$ cat config.mk
export PLATFORM = sky130hd
export DESIGN_NAME = midpoint_line_raster_top
export DESIGN_NICKNAME = d
export VERILOG_FILES = /design/src/mlr_pkg.sv /design/src/midpoint_line_raster_top.sv /design/src/mlr_setup.sv /design/src/mlr_step.sv
export SDC_FILE = /design/constraint.sdc
export NUM_CORES = 1
export LEC_CHECK = 0
export ABC_AREA = 1
export BUFFER_PORTS_ARGS = -buffer_cell sky130_fd_sc_hd__buf_2
export CAP_MARGIN = 10
export CORE_AREA = 5 5 187 189
export DETAILED_ROUTE_END_ITERATION = 10
export DIE_AREA = 0 0 192 194
export HOLD_SLACK_MARGIN = 0.05
export SLEW_MARGIN = 20
export SYNTH_ARGS = -nofsm -noshare
export SYNTH_HDL_FRONTEND = slang
export SYNTH_SLANG_ARGS = --single-unit
$ cat constraint.sdc
create_clock -name clk -period 10.1 [get_ports clk]
set_input_delay 1.01 -clock clk [delete_from_list [all_inputs] [get_ports clk]]
set_output_delay 1.01 -clock clk [all_outputs]
set_load 0.03 [all_outputs]
$ cat src/mlr_pkg.sv
// Shared constants, codes and types for the midpoint line rasteriser.
`timescale 1ns / 1ps

package mlr_pkg;

  localparam int COORD_BITS_DEF = 11;
  localparam int COLOR_BITS     = 8;
  // headroom bits of the signed decision term above the coordinate width
  localparam int DEC_EXT        = 3;

  localparam logic [COLOR_BITS-1:0] PEN_RESET = 8'hFF;

  localparam logic OP_START   = 1'b0;
  localparam logic OP_ADVANCE = 1'b1;

  typedef struct packed {
    logic steep;
    logic walk_down;
    logic last;
  } mlr_flags_t;

endpackage

$ cat src/midpoint_line_raster_top.sv
// Top level of the midpoint line rasteriser: input register, line state, result register.
//
//  channel | dir | handshake            | payload
//  --------+-----+----------------------+------------------------------------------------
//  in_     | in  | in_tvalid/in_tready  | tuser op; tdata x_start,y_start,x_end,y_end
//  out_    | out | out_tvalid/out_tready| tdata pixel_x,pixel_y,pixel_color; tlast last
//  cfg_    | in  | cfg_tvalid/cfg_tready| tdata pen_color
//
// An item passes through the input register and then the result register, one item per
// cycle sustained while the result is not stalled. The rate is set by the combinational
// setup and step adders feeding the line state registers.
// Synchronous active-low reset empties both registers, ends any line and sets the pen
// to its reset colour. A stalled result holds the input register; the input register
// still drains an advance that arrives with no line active, as it makes no pixel.
`timescale 1ns / 1ps

module midpoint_line_raster_top #(
  parameter int COORD_BITS = mlr_pkg::COORD_BITS_DEF,
  localparam int IN_W  = ((4 * COORD_BITS + 7) / 8) * 8,
  localparam int OUT_W = ((2 * COORD_BITS + mlr_pkg::COLOR_BITS + 7) / 8) * 8
) (
  input  logic                           clk,
  input  logic                           rst_n,
  input  logic                           in_tvalid,
  output logic                           in_tready,
  input  logic [IN_W-1:0]                in_tdata,   // x_start, y_start, x_end, y_end
  input  logic                           in_tuser,   // op
  output logic                           out_tvalid,
  input  logic                           out_tready,
  output logic [OUT_W-1:0]               out_tdata,  // pixel_x, pixel_y, pixel_color
  output logic                           out_tlast,  // last_pixel
  input  logic                           cfg_tvalid,
  output logic                           cfg_tready,
  input  logic [mlr_pkg::COLOR_BITS-1:0] cfg_tdata   // pen_color
);
  import mlr_pkg::*;

  localparam int C        = COORD_BITS;
  localparam int DEC_BITS = COORD_BITS + DEC_EXT;

  // input register
  logic                  in_valid_r;
  logic                  in_op_r;
  logic [C-1:0]          xs_r, ys_r, xe_r, ye_r;

  // line state
  logic                       busy_r;
  logic [C-1:0]               major_pos_r, minor_pos_r, major_stop_r;
  logic [C-1:0]               major_delta_r, minor_delta_r;
  logic signed [DEC_BITS-1:0] decision_r;
  logic                       steep_r, walk_down_r;

  // result register
  logic                  out_valid_r;
  logic [C-1:0]          out_x_r, out_y_r;
  logic [COLOR_BITS-1:0] out_color_r;
  logic                  out_last_r;

  logic [COLOR_BITS-1:0] pen_color_r;

  // setup results
  logic [C-1:0]               su_major_pos, su_minor_pos, su_major_stop;
  logic [C-1:0]               su_major_delta, su_minor_delta;
  logic signed [DEC_BITS-1:0] su_decision;
  mlr_flags_t                 su_flags;

  // step results
  logic [C-1:0]               st_major_pos, st_minor_pos;
  logic signed [DEC_BITS-1:0] st_decision;
  logic                       st_last;

  logic is_start, emits, out_free, proc;
  logic [C-1:0] new_major, new_minor;
  logic         new_steep, new_last;

  mlr_setup #(.COORD_BITS(COORD_BITS)) u_setup (
    .x_start     (xs_r),
    .y_start     (ys_r),
    .x_end       (xe_r),
    .y_end       (ye_r),
    .major_pos   (su_major_pos),
    .minor_pos   (su_minor_pos),
    .major_stop  (su_major_stop),
    .major_delta (su_major_delta),
    .minor_delta (su_minor_delta),
    .decision    (su_decision),
    .flags       (su_flags)
  );

  mlr_step #(.COORD_BITS(COORD_BITS)) u_step (
    .major_pos     (major_pos_r),
    .minor_pos     (minor_pos_r),
    .major_stop    (major_stop_r),
    .major_delta   (major_delta_r),
    .minor_delta   (minor_delta_r),
    .decision      (decision_r),
    .walk_down     (walk_down_r),
    .major_pos_nxt (st_major_pos),
    .minor_pos_nxt (st_minor_pos),
    .decision_nxt  (st_decision),
    .last          (st_last)
  );

  always_comb begin
    is_start  = (in_op_r == OP_START);
    emits     = in_valid_r && (is_start || busy_r);
    out_free  = !out_valid_r || out_tready;
    proc      = in_valid_r && (!emits || out_free);
    in_tready = !in_valid_r || proc;
    cfg_tready = 1'b1;

    new_major = is_start ? su_major_pos : st_major_pos;
    new_minor = is_start ? su_minor_pos : st_minor_pos;
    new_steep = is_start ? su_flags.steep : steep_r;
    new_last  = is_start ? su_flags.last : st_last;
  end

  always_ff @(posedge clk) begin
    if (!rst_n) begin
      in_valid_r  <= 1'b0;
      out_valid_r <= 1'b0;
      busy_r      <= 1'b0;
      pen_color_r <= PEN_RESET;
    end else begin
      if (cfg_tvalid && cfg_tready) begin
        pen_color_r <= cfg_tdata;
      end
      if (in_tready) begin
        in_valid_r <= in_tvalid;
      end
      if (proc && emits) begin
        out_valid_r <= 1'b1;
        busy_r      <= !new_last;
      end else if (out_tready) begin
        out_valid_r <= 1'b0;
      end
    end
  end

  // payload registers
  always_ff @(posedge clk) begin
    if (in_tvalid && in_tready) begin
      in_op_r <= in_tuser;
      xs_r    <= in_tdata[C-1:0];
      ys_r    <= in_tdata[2*C-1:C];
      xe_r    <= in_tdata[3*C-1:2*C];
      ye_r    <= in_tdata[4*C-1:3*C];
    end
    if (proc && emits) begin
      major_pos_r <= new_major;
      minor_pos_r <= new_minor;
      if (is_start) begin
        major_stop_r  <= su_major_stop;
        major_delta_r <= su_major_delta;
        minor_delta_r <= su_minor_delta;
        decision_r    <= su_decision;
        steep_r       <= su_flags.steep;
        walk_down_r   <= su_flags.walk_down;
      end else begin
        decision_r <= st_decision;
      end
      out_x_r     <= new_steep ? new_minor : new_major;
      out_y_r     <= new_steep ? new_major : new_minor;
      out_color_r <= pen_color_r;
      out_last_r  <= new_last;
    end
  end

  always_comb begin
    out_tvalid = out_valid_r;
    out_tlast  = out_last_r;
    out_tdata  = '0;
    out_tdata[C-1:0]                      = out_x_r;
    out_tdata[2*C-1:C]                    = out_y_r;
    out_tdata[2*C+COLOR_BITS-1:2*C]       = out_color_r;
  end

endmodule

$ cat src/mlr_setup.sv
// Line setup: axis swap, endpoint ordering, deltas and first decision for a start item.
`timescale 1ns / 1ps

module mlr_setup #(
  parameter int COORD_BITS = mlr_pkg::COORD_BITS_DEF
) (
  input  logic [COORD_BITS-1:0]                   x_start,
  input  logic [COORD_BITS-1:0]                   y_start,
  input  logic [COORD_BITS-1:0]                   x_end,
  input  logic [COORD_BITS-1:0]                   y_end,
  output logic [COORD_BITS-1:0]                   major_pos,
  output logic [COORD_BITS-1:0]                   minor_pos,
  output logic [COORD_BITS-1:0]                   major_stop,
  output logic [COORD_BITS-1:0]                   major_delta,
  output logic [COORD_BITS-1:0]                   minor_delta,
  output logic signed [COORD_BITS+mlr_pkg::DEC_EXT-1:0] decision,
  output mlr_pkg::mlr_flags_t                     flags
);
  import mlr_pkg::*;

  logic [COORD_BITS-1:0] dx, dy;
  logic [COORD_BITS-1:0] pa, qa, pb, qb;
  logic [COORD_BITS-1:0] p1, q1, p2, q2;
  logic                  steep, swap, rising;

  always_comb begin
    dx = (x_end > x_start) ? x_end - x_start : x_start - x_end;
    dy = (y_end > y_start) ? y_end - y_start : y_start - y_end;
    steep = dx < dy;

    pa = steep ? y_start : x_start;
    qa = steep ? x_start : y_start;
    pb = steep ? y_end   : x_end;
    qb = steep ? x_end   : y_end;

    // order along the major axis
    swap = pa > pb;
    p1 = swap ? pb : pa;
    q1 = swap ? qb : qa;
    p2 = swap ? pa : pb;
    q2 = swap ? qa : qb;

    major_delta = p2 - p1;
    rising      = q1 < q2;
    major_pos   = rising ? p1 : p2;
    minor_pos   = rising ? q1 : q2;
    major_stop  = rising ? p2 : p1;
    minor_delta = rising ? q2 - q1 : q1 - q2;

    decision = $signed({{DEC_EXT{1'b0}}, major_delta >> 1})
             - $signed({{DEC_EXT{1'b0}}, minor_delta});

    flags.steep     = steep;
    flags.walk_down = !rising;
    flags.last      = (major_pos == major_stop);
  end

endmodule

$ cat src/mlr_step.sv
// One advance of the midpoint walk: major step, conditional minor step, decision update.
`timescale 1ns / 1ps

module mlr_step #(
  parameter int COORD_BITS = mlr_pkg::COORD_BITS_DEF
) (
  input  logic [COORD_BITS-1:0]                         major_pos,
  input  logic [COORD_BITS-1:0]                         minor_pos,
  input  logic [COORD_BITS-1:0]                         major_stop,
  input  logic [COORD_BITS-1:0]                         major_delta,
  input  logic [COORD_BITS-1:0]                         minor_delta,
  input  logic signed [COORD_BITS+mlr_pkg::DEC_EXT-1:0] decision,
  input  logic                                          walk_down,
  output logic [COORD_BITS-1:0]                         major_pos_nxt,
  output logic [COORD_BITS-1:0]                         minor_pos_nxt,
  output logic signed [COORD_BITS+mlr_pkg::DEC_EXT-1:0] decision_nxt,
  output logic                                          last
);
  import mlr_pkg::*;

  localparam int DEC_BITS = COORD_BITS + DEC_EXT;

  logic signed [DEC_BITS-1:0] major_ext, minor_ext;
  logic                       neg;

  always_comb begin
    major_ext = $signed({{DEC_EXT{1'b0}}, major_delta});
    minor_ext = $signed({{DEC_EXT{1'b0}}, minor_delta});
    neg       = decision[DEC_BITS-1];

    if (neg) begin
      minor_pos_nxt = minor_pos + 1'b1;
      decision_nxt  = decision + (major_ext - minor_ext);
    end else begin
      minor_pos_nxt = minor_pos;
      decision_nxt  = decision - minor_ext;
    end

    major_pos_nxt = walk_down ? major_pos - 1'b1 : major_pos + 1'b1;
    last          = (major_pos_nxt == major_stop);
  end

endmodule

==> results_dict.tcl, run 1 <==
set metrics [dict create \
    status "finished clean" \
    clock_skew_ns 0.0175 \
    yosysUniqueCellTypes 56 \
    timing.hold.worst_path_depth 0 \
    ys.flop_type "edfxtp_1" \
    cts_hold_buf 0 \
    die_w_um 192 \
    worst_setup_path_end_kind "flip-flop" \
    synth.ff_latch_count 158 \
    slowest_delay_ns 0.43 \
    worst_setup_path_start_kind "flip-flop" \
    crit_slowest_cell "ha_1" \
    cp.arrival_ns 9.51 \
    hold_viol 0 \
    grt_max_degree 71 \
    whs_ns 0.435 \
    vias 11200 \
    avgRoutedWirePerCell_um 15.9 \
    yosys-top-cells-count "nand2_1 (383), inv_1 (233), o21ai_0 (181)" \
    post-dp-hpwl_um 27600 \
    dieHeight_um 194 \
    final_core_util 0.439 \
    clk_latency_ns 0.45 \
    maxCapViolCount 0 \
    cts_max_level 4 \
    nNetsFinal 1925 \
    slew_viol_final 0 \
    fmax_mhz 107 \
    yosysMostFrequentCell "nand2_1" \
    rsz0062_at_grt "no" \
    initialDrtViolationCount 664 \
    drive_gt1_frac 0.118 \
    synth.avg_cell_area_um2 7.87 \
    syn_area_um2 13000 \
    rows 67 \
    r2r_start "xe_r[6]$_DFFE_PP_" \
    finalWeightedCongestion 0.957 \
    ant_nets 0 \
    ios 98 \
    cp_data_required_time_ns 10.31 \
    async_reset_ff_frac 0 \
    max-slew-margin-rel 0.382 \
    tns_ns 0 \
    clkSlewWorstSetupHoldPaths_ns 0.08 \
    cts-root-buf "clkbuf_16" \
    overflow 0 \
    initial_core_util 0.392 \
    synth_cells 1647 \
    period_minus_slack_ns 9.31 \
    clock-sinks 158 \
    yosysTopAreaCell "edfxtp_1" \
    dieArea_um2 37200 \
    worstSetupPathType "reg -> reg" \
    cp_common_cell "nand2_1" \
    cts_buffer_depth 2 \
    dp.cells 2153 \
    n_antenna_cell 0 \
    r2r.worst_path.cells 59 \
    grt_usage 0.185 \
    setup_violations 0 \
    hp-start "pen_color_r[2]$_SDFFE_PN1P_" \
    port_buffers 90 \
    drt-total-wl_um 34700 \
    vias_per_cell 5.12 \
    core-area_um2 33100 \
    grt_pass1_wl_um 55400 \
    synth_warnings 0 \
    yosys-top-cells-area "edfxtp_1 (34%), ha_1 (12%), nand2_1 (11%)" \
    synth.top_cell.area_share 0.340 \
    path_max_fanout 38 \
    cts_tree "done" \
    area_growth_syn_to_layout_pct 12.2 \
    drc 0 \
    worst_slew_pin_slew_ns 0.926 \
    r2r-end "decision_r[9]$_DFFE_PP_" \
    grt_antenna_before_repair 0 \
    synth_edf_count 147 \
    numCtsBuffers 17 \
    firstDrtPassIters 5 \
    yosysSeqAreaShare 0.357 \
    cp-startpoint "xe_r[6]$_DFFE_PP_" \
    min_path_type "reg -> reg" \
    instances_no_fill 2187 \
    whs_endpoint "out_color_r[2]$_DFFE_PP_" \
    rrSetupSlack_ns 0.79 \
    grt_pass1_vias 10900 \
    fin_crit_sh 0.921 \
]
worst max-delay path: cells and delay by family, from the launching register on:
family | cells | cell delay (ns)
buffers and inverters | 10 | 1.07
AO/OA/AOI/OAI | 12 | 1.95
flip-flops | 1 | 0.41
AND/OR/NAND/NOR | 30 | 3.34
adder cells (fa/ha/maj) | 5 | 1.91
XOR/XNOR | 2 | 0.39
flip-flops by register name (all words and copies together), names as in the netlist, 8 cells and up:
name,cells
major_delta_r,11
pen_color_r,8
major_pos_r,11
out_y_r,11
major_stop_r,11
xs_r,11
decision_r,14
minor_delta_r,11
out_color_r,8
ys_r,11
xe_r,11
ye_r,11
out_x_r,11
minor_pos_r,11
cells by family after synthesis:
kind of cell / synth area share
simple gates: 0.193
xor+xnor: 0.0365
mux: 0.00540
compound gates: 0.180
other cells: 0.000579
buf+inv: 0.0905
flops: 0.357
fa+ha+maj: 0.137
repair_timing:
action	CTS	global route
hold endpoints to repair	0	0
resized for setup	0	16
endpoints found under the setup margin	0	11
buffers inserted	0	1
layout make-up:
type / instances / area, µm²
clock buffer: 20 / 500
clock inverter: 12 / 129
fill: 3350 / 18600
inverter: 242 / 911
multi-input combinational: 1199 / 7220
sequential: 158 / 4630
tap: 448 / 561
timing repair buffer: 108 / 602
metal layers:
metal	share of wire	vias to the layer above	global-route usage
met1	0.45	5176	0.239
met5	0	-	0
met2	0.48	257	0.314
li1	-	5715	-
met4	0.032	0	0.0652
met3	0.037	56	0.0283
worst max-delay path by stage:
| stage | end | slack [ns] | cells past startpoint |
|---|---|---|---|
| after detailed placement | decision_r[9]$_DFFE_PP_ | 0.36 | 54 |
| after global placement | decision_r[9]$_DFFE_PP_ | 0.43 | 54 |
| after CTS | decision_r[9]$_DFFE_PP_ | 0.37 | 54 |
| after global routing | decision_r[9]$_DFFE_PP_ | 0.01 | 59 |
| final | decision_r[9]$_DFFE_PP_ | 0.79 | 59 |
| after floorplan | decision_r[9]$_DFFE_PP_ | 1.44 | 66 |
metrics by stage:
stage / setup slack [ns] / area [µm²]
finish: 0.794 / 14600
global route: 0.0118 / 14600
CTS: 0.367 / 14500
detailed placement: 0.362 / 13900
global placement: 0.430 / 13900
floorplan: 1.44 / 13000
placed cells by master, fill, tap and decap left out, drive strengths merged:
cell type,Yosys,final
edfxtp,147,147
nand2,399,400
and3,2,2
o32ai,1,1
a32o,2,2
nor3,19,19
ha,129,129
xnor2,21,21
dfxtp,11,11
a21o,6,6
o31ai,10,10
xor2,33,33
o21a,3,3
a31oi,10,10
bufinv,0,1
a21oi,117,117
o21ai,217,217
inv,242,251
nor2,77,77
o2111ai,3,3
o211ai,18,18
clkinv,0,2
o21bai,9,9
clkbuf,22,20
or2,7,7
conb,2,3
nor4,1,1
o221ai,2,2
nand4,12,12
a211oi,5,5
a221oi,5,5
nand3,66,66
o22ai,3,3
mux2i,7,7
buf,28,108
fa,8,8
and2,3,3
Power of run 1 is not shown: default switching activity piles up to over one toggle a cycle in this logic, so the estimate is an artifact.
==> run 2, diff against run 1 <==
--- a/config.mk
+++ b/config.mk
@@ -12,6 +12,7 @@
 export DETAILED_ROUTE_END_ITERATION = 10
 export DIE_AREA = 0 0 192 194
 export HOLD_SLACK_MARGIN = 0.05
+export PLACE_DENSITY_LB_ADDON = 0.15
 export SLEW_MARGIN = 20
 export SYNTH_ARGS = -nofsm -noshare
 export SYNTH_HDL_FRONTEND = slang
==> run 2 against run 1 <==
  * First-iteration DRC count increased by 9.2%
  * Die area stayed put
  * Flip-flop and latch count unchanged
  * Global-route usage increased by 0.26 points
  * Hold slack got worse by 0.0012 ns
  * Fmax about the same
  * Via count fell by 1.9%
  * Critical path type unchanged
  * Highest routed layer unchanged
==> results_dict.tcl, run 2 (synthesis gave the netlist of run 1 again) <==
set metrics [dict create \
    status "finished clean" \
    cp.arrival_ns 9.50 \
    worstSetupPathType "reg -> reg" \
    dieArea_um2 37200 \
    initial_core_util 0.392 \
    cp_common_cell "nand2_1" \
    slew_viol_final 0 \
    min_path_type "reg -> reg" \
    dpl-instance-area_um2 13900 \
    fmax_mhz 107 \
    hold_viol 0 \
    cts_tree "done" \
    rows 67 \
    layout_commonest_cell "nand2_1" \
    clock-sinks 158 \
    grt_pass1_wl_um 55700 \
    worst_setup_path_end_kind "flip-flop" \
    clk_latency_ns 0.44 \
    port_buffers 90 \
    final_area_um2 14600 \
    largest_reg_flops 14 \
    vias 11000 \
    worst_slew_pin_slew_ns 0.927 \
    ant_nets 0 \
    cts_buffer_depth 2 \
    clkSlewWorstSetupHoldPaths_ns 0.07 \
    post-dp-hpwl_um 27500 \
    maxCapViolCount 0 \
    rsz0062_at_grt "no" \
    max_flop_register "decision_r" \
    period_minus_slack_ns 9.30 \
    max-slew-margin-rel 0.382 \
    path_max_fanout 49 \
    cts_max_level 4 \
    drive_gt1_frac 0.124 \
    finalWeightedCongestion 0.950 \
    avgRoutedWirePerCell_um 15.6 \
    core-area_um2 33100 \
    slowest_delay_ns 0.46 \
    dieHeight_um 194 \
    crit_slowest_cell "ha_1" \
    ios 98 \
    drt-total-wl_um 34300 \
    die_w_um 192 \
    tns_ns 0 \
    grt_pass1_vias 10900 \
    nNetsFinal 1933 \
    overflow 0 \
    vias_per_cell 5.01 \
    firstDrtPassIters 5 \
    area_growth_syn_to_layout_pct 12.4 \
    grt_antenna_before_repair 0 \
    fin_crit_sh 0.921 \
    initialDrtViolationCount 725 \
    grt_usage 0.187 \
    cp_data_required_time_ns 10.30 \
    n_antenna_cell 0 \
    worst_setup_path_start_kind "flip-flop" \
    grt_max_degree 71 \
    clock_skew_ns 0.0127 \
    cts-root-buf "clkbuf_16" \
    setup_violations 0 \
    final_cell_mix "nand2_1 (381), inv_1 (232), o21ai_0 (170)" \
    cts_hold_buf 0 \
    numCtsBuffers 17 \
    drc 0 \
]
-- run 2: cell types whose count changed in the layout (fill, tap and decap cells not counted), moves of 2 or more --
cell and change:
buf_4 +7, clkbuf_1 +2, clkbuf_16 -2, clkinv_4 +3, ha_1 -3, ha_2 +2
inv_4 +2, inv_8 -4
-- run 2: critical path, delay by kind of cell (launching register included) --
family	cells	cell delay, ns
muxes	1	0.29
DFF	1	0.40
and+or+nand+nor	22	2.42
buffers and inverters	9	1.04
xor gates and xnor gates	2	0.35
adders and majority gates	5	1.89
AOI/OAI and AO/OA	15	2.62
-- run 2: layer usage --
metal	part of all wire	up-vias	wire, µm	global-route usage
li1	-	5727	-	-
met1	0.45	5020	15600	0.246
met2	0.48	206	16500	0.317
met3	0.039	42	1340	0.0257
met4	0.029	0	980	0.0666
met5	0	-	0	0
-- run 2: final cells by class --
| cell class | instances | area, µm² |
|---|---|---|
| fill | 3381 | 18500 |
| multi-input combinational | 1199 | 7240 |
| sequential | 158 | 4630 |
| inverter | 242 | 911 |
| timing repair buffer | 116 | 678 |
| tap | 448 | 561 |
| clock buffer | 20 | 458 |
| clock inverter | 12 | 96.3 |
-- run 2: repair_timing --
| item | 4_1_cts | 5_1_grt |
|---|---|---|
| setup endpoints to repair | 0 | 11 |
| gates resized for setup | 0 | 21 |
| buffers inserted | 0 | 8 |
-- run 2: final timing paths --
kind	start	end	slack, ns	cells past startpoint
worst max-delay path	xe_r[6]$_DFFE_PP_	decision_r[9]$_DFFE_PP_	0.80	54
worst min-delay path	pen_color_r[7]$_SDFFE_PN1P_	out_color_r[7]$_DFFE_PP_	0.43	0
worst max register to register	xe_r[6]$_DFFE_PP_	decision_r[9]$_DFFE_PP_	0.80	54
worst min register to register	pen_color_r[7]$_SDFFE_PN1P_	out_color_r[7]$_DFFE_PP_	0.43	0
-- run 2: stage by stage --
step           instances  setup WS, ns  utilization  hold WS, ns
2_1_floorplan       1648          1.44            -        0.409
3_3_place_gp        2154         0.481        0.420        0.415
3_5_place_dp        2154         0.470        0.420        0.421
4_1_cts             2186         0.435        0.436        0.437
5_1_grt             2195       0.00671        0.440        0.449
6_report            2195         0.796        0.440        0.434
Power of run 2 is left out for the same reason.
==> run 3, diff against run 2 <==
--- a/config.mk
+++ b/config.mk
@@ -8,12 +8,12 @@
 export ABC_AREA = 1
 export BUFFER_PORTS_ARGS = -buffer_cell sky130_fd_sc_hd__buf_2
 export CAP_MARGIN = 10
-export CORE_AREA = 5 5 187 189
+export CORE_AREA = 5 5 193 195
 export DETAILED_ROUTE_END_ITERATION = 10
-export DIE_AREA = 0 0 192 194
-export HOLD_SLACK_MARGIN = 0.05
+export DIE_AREA = 0 0 198 200
 export PLACE_DENSITY_LB_ADDON = 0.15
 export SLEW_MARGIN = 20
 export SYNTH_ARGS = -nofsm -noshare
 export SYNTH_HDL_FRONTEND = slang
+export SYNTH_HIERARCHICAL = 1
 export SYNTH_SLANG_ARGS = --single-unit
==> constraint.sdc (replaced) <==
create_clock -name clk -period 8 [get_ports clk]
set_input_delay 0.8 -clock clk [delete_from_list [all_inputs] [get_ports clk]]
set_output_delay 0.8 -clock clk [all_outputs]
set_load 0.03 [all_outputs]
==> run 3 against run 2 <==
  * The flow now finishes with violations (negative setup slack)
  * Hold slack got worse by 0.0041 ns
  * Die area increased by 6.3%
  * Clock-buffer cell count increased by 1
  * Cell area increased by 30%
  * Critical path type unchanged
  * Largest cell class unchanged
==> results_dict.tcl, run 3 <==
set metrics [dict create \
    cp_data_required_time_ns 8.33 \
    max-slew-margin-rel 0.465 \
    worstSetupPathType "reg -> reg" \
    instances_no_fill 2742 \
    nFillCells 3371 \
    yosys-top-cells-count "nand2_1 (578), inv_1 (248), edfxtp_1 (147)" \
    crit_slowest_cell "edfxtp_1" \
    cp.arrival_ns 8.49 \
    die_w_um 198 \
    dieArea_um2 39600 \
    layout_setup_ws_ns -0.157 \
    clkSlewWorstSetupHoldPaths_ns 0.07 \
    violations "negative setup slack" \
    worst_setup_path_start_kind "flip-flop" \
    hold_viol 0 \
    timing.hold.worst_path_depth 0 \
    setup_violations 3 \
    cts-root-buf "clkbuf_16" \
    period_minus_slack_ns 8.16 \
    nNetsFinal 2469 \
    yosysSeqAreaShare 0.332 \
    rrSetupSlack_ns -0.16 \
    synth.ff_latch_count 158 \
    grt_pass1_wl_um 63400 \
    initial_core_util 0.397 \
    drt-total-wl_um 40800 \
    rsz0062_at_grt "yes" \
    post-dp-hpwl_um 31100 \
    yosysTopAreaCell "edfxtp_1" \
    worst_slew_pin_slew_ns 0.803 \
    async_reset_ff_frac 0 \
    final_cell_mix "nand2_1 (543), buf_4 (312), inv_1 (226)" \
    slowest_delay_ns 0.45 \
    synth.avg_cell_area_um2 7.43 \
    firstDrtPassIters 5 \
    status "finished with violations" \
    cts_max_level 4 \
    port_buffers 90 \
    vias_per_cell 4.94 \
    drc 0 \
    synth.top_cell.area_share 0.316 \
    cts_tree "done" \
    ys.flop_type "edfxtp_1" \
    n_antenna_cell 0 \
    tns_ns -0.262 \
    synth_edf_count 147 \
    synth_warnings 6 \
    overflow 0 \
    yosysUniqueCellTypes 52 \
    cp_top_family "buffers and inverters" \
    synth_cells 1881 \
    r2r.worst_path.cells 59 \
    cts_hold_buf 0 \
    grt_pass1_vias 13000 \
    dp.cells 2619 \
    fmax_mhz 123 \
    vias 13500 \
    maxCapViolCount 0 \
    finalWeightedCongestion 0.922 \
    area_growth_syn_to_layout_pct 35.9 \
    yosys-top-cells-area "edfxtp_1 (32%), nand2_1 (16%), ha_1 (12%)" \
    grt_usage 0.199 \
    drive_gt1_frac 0.308 \
    fin_crit_sh 1.02 \
    critPathBufInv 35 \
    core-area_um2 35200 \
    ios 98 \
    grt_max_degree 60 \
    dieHeight_um 200 \
    largest_reg_flops 14 \
    rows 69 \
    yosysMostFrequentCell "nand2_1" \
    clk_latency_ns 0.45 \
    final_core_util 0.539 \
    syn_area_um2 14000 \
    clock-sinks 158 \
    worst_setup_path_end_kind "flip-flop" \
    grt_antenna_before_repair 0 \
    min_path_type "reg -> reg" \
    cts_buffer_depth 2 \
    max_flop_register "decision_r" \
    place_ws_ns -0.384 \
    layout_commonest_cell "nand2_1" \
    clock_skew_ns 0.0157 \
    initialDrtViolationCount 725 \
    ant_nets 0 \
    cp_common_cell "buf_4" \
    slew_viol_final 0 \
    path_max_fanout 9 \
    avgRoutedWirePerCell_um 14.9 \
    path_depth 59 \
    numCtsBuffers 17 \
]
-- run 3: changes by cell type after synthesis, sizes merged, moves of 20 or more --
cell   previous run  this run
nand3            66        98
xor2             33        61
o21ai           217       184
nand2           399       611
inv             242       262
-- run 3: layout make-up --
cell class / instances / area, µm² / area share
Clock buffer: 21 / 483 / 0.0254
Clock inverter: 11 / 91.3 / 0.00481
Inverter: 264 / 1010 / 0.0532
Multi-Input combinational cell: 1395 / 8910 / 0.469
Sequential cell: 158 / 4630 / 0.244
Tap cell: 461 / 577 / 0.0304
Timing Repair Buffer: 431 / 3280 / 0.173
Timing Repair inverter: 1 / 3.75 / 0.000198
-- run 3: cell families (layout without fill, tap and decap cells) --
group / count (synthesis) / in the layout / synth area share
AND/OR/NAND/NOR: 826 / 826 / 0.251
other: 2 / 3 / 0.000537
buffers and inverters: 329 / 728 / 0.102
adder cells (fa/ha/maj): 139 / 139 / 0.129
AO/OA/AOI/OAI: 344 / 344 / 0.134
XOR/XNOR: 82 / 82 / 0.0514
flip-flops: 158 / 158 / 0.332
multiplexers: 1 / 1 / 0.000716
-- run 3: worst paths after layout --
| check | start | end |
|---|---|---|
| setup / recovery | ye_r[2]$_DFFE_PP_ | busy_r$_SDFFE_PN0P_ |
| hold / removal | pen_color_r[7]$_SDFFE_PN1P_ | out_color_r[7]$_DFFE_PP_ |
| setup reg to reg | ye_r[2]$_DFFE_PP_ | busy_r$_SDFFE_PN0P_ |
| hold reg to reg | pen_color_r[7]$_SDFFE_PN1P_ | out_color_r[7]$_DFFE_PP_ |
-- run 3: through the flow --
step	hold WS [ns]	instance area (µm²)
2_1_floorplan	0.409	14200
3_3_place_gp	0.411	16700
3_5_place_dp	0.415	16700
4_1_cts	0.431	18100
5_1_grt	0.442	19000
6_report	0.430	19000
-- run 3: metal layers --
metal,vias up,wire [µm],global-route usage
met5,-,0,0
met4,0,1040,0.0668
met3,63,1140,0.0272
met2,249,20400,0.356
met1,6285,18200,0.249
li1,6938,-,-
-- run 3: repair_timing --
item | 4_1_cts | 5_1_grt
gates cloned | 8 | 3
gates resized for setup | 94 | 142
endpoints found under the setup margin | 7 | 15
setup buffers | 53 | 31
pin swaps | 63 | 87
Power of run 3 is left out for the same reason.
